--- src/rtl/core/soc_pkg.sv ---
// Shared constants and types of the subsequence occurrence counter.
`default_nettype none

package soc_pkg;

  // Fixed widths of the channel fields.
  localparam int unsigned CMD_W    = 2;
  localparam int unsigned SYMBOL_W = 16;
  localparam int unsigned MATCH_W  = 32;
  localparam int unsigned PLEN_W   = 5;

  // Default build of the block.
  localparam int unsigned MAX_PATTERN_DEF = 16;
  localparam int unsigned SYMBOL_BITS_DEF = 16;
  localparam int unsigned COUNT_BITS_DEF  = 32;

  typedef enum logic [CMD_W-1:0] {
    CMD_CLEAR  = 2'd0,
    CMD_APPEND = 2'd1,
    CMD_TEXT   = 2'd2
  } soc_cmd_e;

endpackage

`default_nettype wire

--- src/rtl/core/soc_if.sv ---
// Valid/ready channel interfaces for the command input and the result output.
`default_nettype none

interface soc_in_if;
  logic                          valid;
  logic                          ready;
  logic [soc_pkg::CMD_W-1:0]     command;
  logic [soc_pkg::SYMBOL_W-1:0]  symbol;
  logic                          end_of_text;

  modport source (output valid, output command, output symbol, output end_of_text,
                  input ready);
  modport sink   (input valid, input command, input symbol, input end_of_text,
                  output ready);
endinterface

interface soc_out_if;
  logic                         valid;
  logic                         ready;
  logic [soc_pkg::MATCH_W-1:0]  match_count;
  logic                         saturated;
  logic [soc_pkg::PLEN_W-1:0]   pattern_length;
  logic                         pattern_overflow;
  logic                         final_res;

  modport source (output valid, output match_count, output saturated,
                  output pattern_length, output pattern_overflow, output final_res,
                  input ready);
  modport sink   (input valid, input match_count, input saturated,
                  input pattern_length, input pattern_overflow, input final_res,
                  output ready);
endinterface

`default_nettype wire

--- src/rtl/core/subsequence_occurrence_counter_top.sv ---
// Subsequence occurrence counter: counts in-order, gapped matches of a stored pattern.
//
// Usage. Commands arrive on in_i, a valid/ready channel; a transfer takes place on a
// rising edge of clk_i with valid and ready both high. A clear command empties the
// pattern and zeroes the counts, an append command stores one pattern symbol and
// restarts the counts, and a text command advances every prefix count at once.
// Every command yields exactly one result transfer on out_o carrying the count of
// full-pattern occurrences, its saturation flag, the stored pattern length, the
// overflow flag of a dropped append and an echo of end_of_text.
// Timing. A command is first captured in an input register; the prefix count update
// (one saturating add per pattern position and a select of the longest prefix) then
// runs combinationally into the result register, which offers the result on out_o.
// One command is taken every cycle for as long as the receiver keeps ready high.
// Stalls. When out_o.ready is low the result register holds its contents, the input
// register fills, and in_i.ready drops until the result has been taken.
// Reset. rst_ni is asynchronous and active low: both channel stages empty, the
// pattern length returns to zero and all prefix counts are cleared. The pattern
// symbols themselves are not reset; only entries below the stored length are used.
`default_nettype none

module subsequence_occurrence_counter_top #(
  parameter int unsigned MAX_PATTERN = soc_pkg::MAX_PATTERN_DEF,
  parameter int unsigned SYMBOL_BITS = soc_pkg::SYMBOL_BITS_DEF,
  parameter int unsigned COUNT_BITS  = soc_pkg::COUNT_BITS_DEF
) (
  input  logic       clk_i,
  input  logic       rst_ni,
  soc_in_if.sink     in_i,
  soc_out_if.source  out_o
);

  // Only the low bits of the symbol field that fit the configured symbol width matter.
  localparam int unsigned SymW = (SYMBOL_BITS < soc_pkg::SYMBOL_W) ?
                                 SYMBOL_BITS : soc_pkg::SYMBOL_W;
  localparam int unsigned LenW = $clog2(MAX_PATTERN + 1);
  localparam logic [COUNT_BITS-1:0] CntMax = '1;
  localparam logic [LenW-1:0]       LenFull = LenW'(MAX_PATTERN);

  // Input register.
  logic                         in_valid_q;
  logic [soc_pkg::CMD_W-1:0]    cmd_q;
  logic [SymW-1:0]              sym_q;
  logic                         eot_q;

  // Block state.
  logic [SymW-1:0]              pat_q [MAX_PATTERN];
  logic [LenW-1:0]              len_q, len_d;
  logic [COUNT_BITS-1:0]        cnt_q [MAX_PATTERN];
  logic [COUNT_BITS-1:0]        cnt_d [MAX_PATTERN];

  // Result register.
  logic                         out_valid_q;
  logic [soc_pkg::MATCH_W-1:0]  match_q;
  logic                         sat_q;
  logic [soc_pkg::PLEN_W-1:0]   plen_q;
  logic                         ovf_q;
  logic                         fin_q;

  logic                         advance;
  logic                         in_ready;
  logic                         fire;

  // Datapath signals.
  logic [COUNT_BITS-1:0]        cnt_upd [MAX_PATTERN];
  logic [COUNT_BITS-1:0]        cnt_res [MAX_PATTERN];
  logic [MAX_PATTERN-1:0]       pat_we;
  logic                         ovf_d;
  logic [COUNT_BITS-1:0]        count_d;
  logic [COUNT_BITS+soc_pkg::MATCH_W-1:0] count_ext;
  logic [LenW+soc_pkg::PLEN_W-1:0]        len_ext;

  // The result stage moves on when it is empty or its contents are being taken;
  // the input stage can then always take a new command.
  assign advance  = !out_valid_q || out_o.ready;
  assign in_ready = !in_valid_q || advance;
  assign fire     = in_valid_q && advance;

  assign in_i.ready = in_ready;

  always_ff @(posedge clk_i or negedge rst_ni) begin
    if (!rst_ni) begin
      in_valid_q <= 1'b0;
    end else if (in_ready) begin
      in_valid_q <= in_i.valid;
    end
  end

  always_ff @(posedge clk_i) begin
    if (in_ready && in_i.valid) begin
      cmd_q <= in_i.command;
      sym_q <= in_i.symbol[SymW-1:0];
      eot_q <= in_i.end_of_text;
    end
  end

  // Per-position update: a prefix grows by the old count of the prefix one shorter
  // (or by one for the first position) when its last symbol matches the text symbol.
  for (genvar g = 0; g < MAX_PATTERN; g++) begin : g_prefix
    logic                   hit;
    logic [COUNT_BITS-1:0]  inc;
    logic [COUNT_BITS:0]    sum;

    if (g == 0) begin : g_first
      assign inc = COUNT_BITS'(1);
    end else begin : g_rest
      assign inc = cnt_q[g-1];
    end

    assign hit = (pat_q[g] == sym_q) && (LenW'(g) < len_q);
    assign sum = {1'b0, cnt_q[g]} + {1'b0, inc};
    assign cnt_upd[g] = !hit ? cnt_q[g] :
                        (sum[COUNT_BITS] ? CntMax : sum[COUNT_BITS-1:0]);
  end

  always_comb begin
    len_d  = len_q;
    ovf_d  = 1'b0;
    pat_we = '0;
    for (int k = 0; k < MAX_PATTERN; k++) begin
      cnt_res[k] = cnt_q[k];
    end

    unique case (cmd_q)
      soc_pkg::CMD_CLEAR: begin
        len_d = '0;
        for (int k = 0; k < MAX_PATTERN; k++) begin
          cnt_res[k] = '0;
        end
      end
      soc_pkg::CMD_APPEND: begin
        if (len_q < LenFull) begin
          len_d = len_q + LenW'(1);
          for (int k = 0; k < MAX_PATTERN; k++) begin
            pat_we[k] = (len_q == LenW'(k));
          end
        end else begin
          ovf_d = 1'b1;
        end
        for (int k = 0; k < MAX_PATTERN; k++) begin
          cnt_res[k] = '0;
        end
      end
      soc_pkg::CMD_TEXT: begin
        for (int k = 0; k < MAX_PATTERN; k++) begin
          cnt_res[k] = cnt_upd[k];
        end
      end
      default: begin
        // Unused command: state stays as it is and the status is reported.
      end
    endcase

    // Count of the whole pattern; the empty pattern occurs exactly once.
    count_d = COUNT_BITS'(1);
    for (int k = 0; k < MAX_PATTERN; k++) begin
      if (len_d == LenW'(k + 1)) begin
        count_d = cnt_res[k];
      end
    end

    // The last symbol of a text reports its count, then the counts start afresh.
    for (int k = 0; k < MAX_PATTERN; k++) begin
      cnt_d[k] = (cmd_q == soc_pkg::CMD_TEXT && eot_q) ? '0 : cnt_res[k];
    end
  end

  assign count_ext = (COUNT_BITS + soc_pkg::MATCH_W)'(count_d);
  assign len_ext   = (LenW + soc_pkg::PLEN_W)'(len_d);

  always_ff @(posedge clk_i or negedge rst_ni) begin
    if (!rst_ni) begin
      len_q <= '0;
      for (int k = 0; k < MAX_PATTERN; k++) begin
        cnt_q[k] <= '0;
      end
    end else if (fire) begin
      len_q <= len_d;
      for (int k = 0; k < MAX_PATTERN; k++) begin
        cnt_q[k] <= cnt_d[k];
      end
    end
  end

  // Pattern symbols carry no reset: entries at or above the length are never used.
  always_ff @(posedge clk_i) begin
    for (int k = 0; k < MAX_PATTERN; k++) begin
      if (fire && pat_we[k]) begin
        pat_q[k] <= sym_q;
      end
    end
  end

  always_ff @(posedge clk_i or negedge rst_ni) begin
    if (!rst_ni) begin
      out_valid_q <= 1'b0;
    end else if (advance) begin
      out_valid_q <= in_valid_q;
    end
  end

  always_ff @(posedge clk_i) begin
    if (fire) begin
      match_q <= count_ext[soc_pkg::MATCH_W-1:0];
      sat_q   <= (count_d == CntMax);
      plen_q  <= len_ext[soc_pkg::PLEN_W-1:0];
      ovf_q   <= ovf_d;
      fin_q   <= eot_q;
    end
  end

  assign out_o.valid            = out_valid_q;
  assign out_o.match_count      = match_q;
  assign out_o.saturated        = sat_q;
  assign out_o.pattern_length   = plen_q;
  assign out_o.pattern_overflow = ovf_q;
  assign out_o.final_res        = fin_q;

endmodule

`default_nettype wire

--- src/flat_wrapper.sv ---
// flat-port wrapper written by rule: the top's interface ports become plain ports
module subsequence_occurrence_counter_top_flat 
#(
  parameter int unsigned MAX_PATTERN = soc_pkg::MAX_PATTERN_DEF,
  parameter int unsigned SYMBOL_BITS = soc_pkg::SYMBOL_BITS_DEF,
  parameter int unsigned COUNT_BITS  = soc_pkg::COUNT_BITS_DEF
)
  (clk_i, rst_ni, in_i_valid, in_i_command, in_i_symbol, in_i_end_of_text, in_i_ready, out_o_valid, out_o_match_count, out_o_saturated, out_o_pattern_length, out_o_pattern_overflow, out_o_final_res, out_o_ready);
  soc_in_if in_i_i ();
  soc_out_if out_o_i ();
  input  logic clk_i;
  input  logic rst_ni;
  input wire logic [$bits(in_i_i.valid)-1:0] in_i_valid;
  input wire logic [$bits(in_i_i.command)-1:0] in_i_command;
  input wire logic [$bits(in_i_i.symbol)-1:0] in_i_symbol;
  input wire logic [$bits(in_i_i.end_of_text)-1:0] in_i_end_of_text;
  output wire logic [$bits(in_i_i.ready)-1:0] in_i_ready;
  output wire logic [$bits(out_o_i.valid)-1:0] out_o_valid;
  output wire logic [$bits(out_o_i.match_count)-1:0] out_o_match_count;
  output wire logic [$bits(out_o_i.saturated)-1:0] out_o_saturated;
  output wire logic [$bits(out_o_i.pattern_length)-1:0] out_o_pattern_length;
  output wire logic [$bits(out_o_i.pattern_overflow)-1:0] out_o_pattern_overflow;
  output wire logic [$bits(out_o_i.final_res)-1:0] out_o_final_res;
  input wire logic [$bits(out_o_i.ready)-1:0] out_o_ready;
  assign in_i_i.valid = in_i_valid;
  assign in_i_i.command = in_i_command;
  assign in_i_i.symbol = in_i_symbol;
  assign in_i_i.end_of_text = in_i_end_of_text;
  assign in_i_ready = in_i_i.ready;
  assign out_o_valid = out_o_i.valid;
  assign out_o_match_count = out_o_i.match_count;
  assign out_o_saturated = out_o_i.saturated;
  assign out_o_pattern_length = out_o_i.pattern_length;
  assign out_o_pattern_overflow = out_o_i.pattern_overflow;
  assign out_o_final_res = out_o_i.final_res;
  assign out_o_i.ready = out_o_ready;
  subsequence_occurrence_counter_top #(.MAX_PATTERN(MAX_PATTERN), .SYMBOL_BITS(SYMBOL_BITS), .COUNT_BITS(COUNT_BITS)) u_core (.clk_i(clk_i), .rst_ni(rst_ni), .in_i(in_i_i), .out_o(out_o_i));
endmodule
--- config.mk ---
export PLATFORM = sky130hd
export DESIGN_NAME = subsequence_occurrence_counter_top_flat
export DESIGN_NICKNAME = d
export VERILOG_FILES = /design/src/rtl/core/soc_pkg.sv /design/src/rtl/core/soc_if.sv /design/src/rtl/core/subsequence_occurrence_counter_top.sv /design/src/flat_wrapper.sv
export SDC_FILE = /design/constraint.sdc
export NUM_CORES = 2
export LEC_CHECK = 0
export ABC_AREA = 1
export BUFFER_PORTS_ARGS = -buffer_cell sky130_fd_sc_hd__buf_4
export CAP_MARGIN = 10
export CORE_UTILIZATION = 35
export CTS_CLUSTER_DIAMETER = 120
export DETAILED_ROUTE_END_ITERATION = 10
export PLACE_DENSITY = 0.54
export SLEW_MARGIN = 20
export SYNTH_ARGS = -nofsm -noshare
export SYNTH_HDL_FRONTEND = slang
export SYNTH_SLANG_ARGS = --single-unit
--- constraint.sdc ---
create_clock -name clk_i -period 5.25 [get_ports clk_i]
set_clock_uncertainty 0.1 [all_clocks]
set_input_delay 0.525 -clock clk_i [delete_from_list [all_inputs] [get_ports clk_i]]
set_output_delay 0.525 -clock clk_i [all_outputs]
set_load 0.05 [all_outputs]
# After elaboration in Yosys (flattened, before gate mapping)
# Memories as Yosys holds them, arrays and structs flattened.
# Cells that the tools add are included.
# totals
register_bits	578
latchBits	0
ram_bits	256
romBits	0
in_bits	23
output_inout_bits	42
word_cells	316
n_memories	1
# memory_table
name	words	width	read_ports	rd_ports_with_merged_regs	wr	line_no	text
u_core.pat_q	16	16	16	0	1	subsequence_occurrence_counter_top.sv:46	logic [SymW-1:0] pat_q [MAX_PATTERN];
# classes
n_addsub	17
multipliers	0
div	0
magnitude_cmp	17
n_eq_ne	50
shift	0
muxes	147
bitwise	0
reduce_logical	57
# ops
operator	n
32-bit 2-to-1 mux	64
512-bit one-hot mux with 2 select lines	1
32-bit by 32-bit adder with 33-bit output	15
16-bit 2-to-1 mux	17
16-bit equality test	16
16-bit OR reduction	15
5-bit by 4-bit equality test with 1-bit output (second input constant)	16
4-bit 2-to-1 mux	15
1-bit 2-to-1 mux	48
5-bit by 3-bit equality test with 1-bit output (second input constant)	8
4-bit by 5-bit less-than comparator with 1-bit output (first input constant)	8
1-bit logical AND	35
32-bit by 1-bit adder with 33-bit output (second input constant)	1
32-bit equality test (second input constant)	1
5-bit by 2-bit equality test with 1-bit output (second input constant)	4
3-bit by 5-bit less-than comparator with 1-bit output (first input constant)	4
5-bit by 1-bit equality test with 1-bit output (second input constant)	2
1-bit by 5-bit less-than comparator with 1-bit output (first input constant)	2
2-bit by 5-bit less-than comparator with 1-bit output (first input constant)	2
5-bit one-hot mux with 2 select lines	1
5-bit by 1-bit adder with 5-bit output (second input constant)	1
5-bit equality test (second input constant)	1
5-bit logical NOT	1
5-bit less-than comparator (second input constant)	1
7 further kinds	9

# Logic depth before layout (Yosys ltp)
# depth
depth_word	22
depth_mapped	33
mapped_depth_nobuf	33

# Least setup slack after synthesis
# No wires, ideal clock.
# synth_path
kind	register to register
start	register u_core.out_valid_q, in the netlist u_core.out_o.valid
end	memory u_core.pat_q[0][80] (netlist bit) (enable)
setup_ps	430
arrival_ps	3247
t_required_ps	4720
setup_slack_ps	1473
stages_incl_launch_ff	8
n_path_buf	2
synth_period_minus_slack_ps	3777
cell_sequence	dfrtp_1 nand2_1 nand2_1 inv_1 clkbuf_1 clkbuf_1 nand3_1 nor4_1
# synth_via
elab_chain_cells	22
elab_cells_between_ends	96
cone_classes	mux: 62; reduce/logical: 34
# synth_lines
element	line_no	text
start, declared	subsequence_occurrence_counter_top.sv:52	logic out_valid_q;
start signal, assigned	subsequence_occurrence_counter_top.sv:197	out_valid_q <= in_valid_q;
1-bit logical NOT *	subsequence_occurrence_counter_top.sv:74	assign advance = !out_valid_q || out_o.ready;
1-bit logical OR *	subsequence_occurrence_counter_top.sv:74	
1-bit logical AND *	subsequence_occurrence_counter_top.sv:76	assign fire = in_valid_q && advance;
1-bit logical AND	subsequence_occurrence_counter_top.sv:187	if (fire && pat_we[k]) begin
1-bit 2-to-1 mux	subsequence_occurrence_counter_top.sv:187	
1-bit 2-to-1 mux (not written as such)	subsequence_occurrence_counter_top.sv:188	pat_q[k] <= sym_q;
16-bit OR reduction (no source line)	-	
4-bit 2-to-1 mux (no source line) / 1-bit 2-to-1 mux (equally long branches) (15 in series)	-	
end, declared	subsequence_occurrence_counter_top.sv:46	
# Mark *: on every way between the ends. The rest lies on a longest branch, timed or not.

# Worst setup path in the final report
# layout_path
start	register u_core.cnt_q, in the netlist u_core.g_prefix[6].inc[0]
end	register u_core.sat_q, in the netlist u_core.out_o.saturated (data pin)
# layout_via
elab_chain_cells	16
elab_cells_between_ends	19
cone_classes	add/sub: 2; eq/ne: 1; mux: 16
# layout_lines
element	line_no	text
start, declared	subsequence_occurrence_counter_top.sv:48	logic [COUNT_BITS-1:0] cnt_q [MAX_PATTERN];
start signal, assigned by index	subsequence_occurrence_counter_top.sv:179	cnt_q[k] <= cnt_d[k];
32-bit by 32-bit adder with 33-bit output	subsequence_occurrence_counter_top.sv:110	assign sum = {1'b0, cnt_q[g]} + {1'b0, inc};
32-bit 2-to-1 mux	subsequence_occurrence_counter_top.sv:112	(sum[COUNT_BITS] ? CntMax : sum[COUNT_BITS-1:0]);
32-bit 2-to-1 mux	subsequence_occurrence_counter_top.sv:111	assign cnt_upd[g] = !hit ? cnt_q[g] :
512-bit one-hot mux with 2 select lines *	subsequence_occurrence_counter_top.sv:123	unique case (cmd_q)
32-bit 2-to-1 mux	subsequence_occurrence_counter_top.sv:156	if (len_d == LenW'(k + 1)) begin
32-bit 2-to-1 mux * (10 in series)	subsequence_occurrence_counter_top.sv:156	
named net u_core.count_d[5]	subsequence_occurrence_counter_top.sv:68	logic [COUNT_BITS-1:0] count_d;
32-bit equality test *	subsequence_occurrence_counter_top.sv:204	sat_q <= (count_d == CntMax);
end signal, assigned	subsequence_occurrence_counter_top.sv:204	
end, declared	subsequence_occurrence_counter_top.sv:54	logic sat_q;
# Mark *: on every way through the listed nets, which the timed path passes. The rest lies on a longest branch.
# A chain may end at the register's enable or synchronous reset.

==> impl_metrics.tcl <==
set metrics [dict create \
    status "completed" \
    clkSlewWorstSetupHoldPaths_ps 60 \
    hold_path.class "input pin to async pin" \
    synth_edf_count 315 \
    grt_overflow 0 \
    root_buffer "clkbuf_16" \
    fin_nets 12635 \
    grt_first_pass_wirelength_um 521200 \
    worstPathMaxFanout 8 \
    synth_fa_ha_area_share_pct 8.222 \
    dp.cells 14908 \
    required_ps 5710 \
    slew_headroom_pct 29.50 \
    max_stage_delay_ps 420 \
    via_per_inst 5.529 \
    syn_nets 12225 \
    slowest_stage "dfrtp_1" \
    grt_pass1_vias 79591 \
    synth_seq_cells 834 \
    start_util_pct 35.25 \
    ff_latch_area_um2 22450 \
    multiInputGateArea_um2 48210 \
    yosysWarnings 0 \
    syn_avg_cell_area_um2 6.620 \
    cp-end-kind "flop" \
    core_um2 219700 \
    synth-compound-area-share_pct 19.75 \
    die_h_um 472.4 \
    yosysTopAreaCell "dfrtp_1" \
    switching_share_pct 36.88 \
    cp_top_family "simple AND/OR/NAND/NOR gates" \
    fin_crit_ps 5170 \
    fmax_ghz 0.1934 \
    yosysSeqAreaShare_pct 28.98 \
    power_density_nw_per_um2 236.7 \
    power.share.clock_pct 41.0 \
    drt_wl_total_um 354600 \
    cts_tree "done" \
    synthSimpleGateAreaFrac_pct 28.73 \
    pwr-share-comb_pct 25.7 \
    die-area_um2 223200 \
    fill_cells 23129 \
    antenna_found_initial 14 \
    grt_max_degree 162 \
    grtUsageTotal_pct 30.96 \
    place_hpwl_um 275200 \
    clock-sinks 834 \
    start_kind "flop" \
    maxCapViolations 0 \
    drt_iter0_drc 8575 \
    gp_congestion 1.014 \
    pwr-share-seq_pct 33.3 \
    synthFlopType "dfrtp_1" \
    worstMarginPinSlew_ps 1057 \
    p_int_mw 13.41 \
    num_rows 172 \
    synth.top_cell.area_share_pct 16.77 \
    power_mw 21.24 \
    path_buf_inv 1 \
    area_delta_synth_final_pct 15.87 \
    cts_buffers 112 \
    setup_viol 0 \
    synth_cells 11702 \
    cpMostUsedCell "nand2_1" \
    drive_above_1_share_pct 9.409 \
    p_switching_mw 7.833 \
    yosys.area_share.xor_xnor_pct 4.783 \
    critPathLaunch "u_core.g_prefix[6].inc[0]" \
    path_class "flop to flop" \
    portBuffers 64 \
    period_share_pct 98.49 \
    drc_errors 0 \
    via_count 83879 \
    clkLatencyLatePin_ps 830 \
    ir_drop_mv 0.3394 \
    antenna_left 0 \
    htree_levels 3 \
    r2r_setup_slack_ps 80 \
    synth_top_family_by_area "simple AND/OR/NAND/NOR gates" \
    io_pins 65 \
    hold_violations 0 \
    r2r-start "u_core.g_prefix[6].inc[0]" \
    die_w_um 472.4 \
    final_common_cell "nand2_1" \
    slew_viol_final 0 \
    async_flop_share_pct 62.23 \
    final_cell_mix "nand2_1 (3,352), inv_1 (1,407), o21ai_0 (1,071)" \
    synth_top_cells_by_area "dfrtp_1 (17%), nand2_1 (16%), edfxtp_1 (12%), ha_1 (7.8%), o21ai_0 (6.9%)" \
    wl_per_cell_um 23.37 \
    clk_path_buf_depth 3 \
    ys_types 75 \
    dr.pass1.iters 6 \
    cp.arrival_ps 5630 \
    fin_cells 15171 \
    syn_area_um2 77460 \
    power.leakage_nw 40.51 \
    synth_mux_area_share_pct 0 \
]
[power by group through the flow]
stage | registers [mW] | logic (mW) | clock network (mW)
final | 7.08 | 5.45 | 8.71
after global routing | 7.09 | 5.59 | 9.06
after CTS | 7.08 | 5.26 | 8.85
after detailed placement | 7.21 | 5.19 | 0
after global placement | 7.21 | 5.20 | 0
after floorplan | 7.51 | 1.83 | 0
[logic make-up after synthesis]
kind of cell,after synthesis
AOI/OAI and AO/OA,2744
adders and majority gates,500
and+or+nand+nor,5341
buffers and inverters,1860
DFF,834
xor gates and xnor gates,423
[worst register-to-register path: cells and delay by family (launching register included)]
| kind | cells | cell delay, ps |
|---|---|---|
| AO/OA/AOI/OAI | 2 | 200 |
| flip-flops | 1 | 420 |
| AND/OR/NAND/NOR | 24 | 3280 |
| adder cells (fa/ha/maj) | 2 | 680 |
| buffers and inverters | 1 | 230 |
[state kept, by name (all words and copies together), names as in the netlist]
register,cells
u_core.len_q,5
u_core.out_o.final_res,1
u_core.out_o.valid,1
u_core.out_o.match_count,32
u_core.sym_q,16
u_core.pat_q,256
u_core.out_o.pattern_length,5
u_core.cnt_q,32
u_core.cmd_q,2
u_core.in_valid_q,1
u_core.out_o.saturated,1
u_core.out_o.pattern_overflow,1
u_core.eot_q,1
u_core.g_prefix.inc,480
[routing by layer]
metal | routed length, um | track usage [%] | vias to the layer above
met2 | 156300 | 48.63 | 3317
met3 | 26930 | 5.028 | 660
met4 | 17470 | 13.62 | 16
li1 | - | - | 39932
met5 | 99 | 0 | -
met1 | 153800 | 41.64 | 39954
[cell type report]
cell class | count | share of cell area [%]
clock inverters | 66 | 1.161
clock buffers | 148 | 3.418
multi-input cells | 9010 | 53.71
flip-flops and latches | 834 | 25.01
inverters | 1462 | 6.164
well taps | 2958 | 4.124
repair buffers | 692 | 6.408
diodes | 1 | 0.002788
[metrics by stage]
| stage | setup slack [ps] | instance area (um2) | util, % | hold slack, ps | setup TNS [ps] |
|---|---|---|---|---|---|
| after global routing | -1.895 | 89750 | 40.85 | 259.4 | -1.895 |
| after detailed placement | -748.8 | 84750 | 38.57 | 395.8 | -2344 |
| after CTS | 6.833 | 89270 | 40.63 | 222.1 | 0 |
| after global placement | -838.8 | 84750 | 38.57 | 406.4 | -2673 |
| final | 79.52 | 89750 | 40.85 | 230.5 | 0 |
| after floorplan | 1473 | 77460 | - | 129.4 | 0 |
[what timing repair did]
item,CTS,global route
cloned,0,2
pin swaps,6,28
endpoints found under the hold margin,87,0
hold buffers,24,0
resized for setup,39,81
setup buffers,2,21
endpoints found under the setup margin,6,10
[worst paths after layout]
kind,endpoint,depth (start not counted)
min in group clk_i,u_core.sym_q[3],2
min reg2reg,u_core.out_o.final_res,0
min,u_core.g_prefix[12].inc[25],2
max in group asynchronous,u_core.g_prefix[3].inc[26],3
max,u_core.out_o.saturated,29
max reg2reg,u_core.out_o.saturated,29
[Yosys cell counts, types with 130 or more instances]
cell type,n
nor2_1,834
nand4_1,179
inv_1,1411
dfrtp_1,519
a21oi_1,1010
clkbuf_1,197
nor3_1,130
ha_1,485
xor2_1,237
o21ai_0,1073
edfxtp_1,315
nand3_1,566
xnor2_1,186
nand2_1,3389
Note: power is estimated with default switching activity, not from simulation.
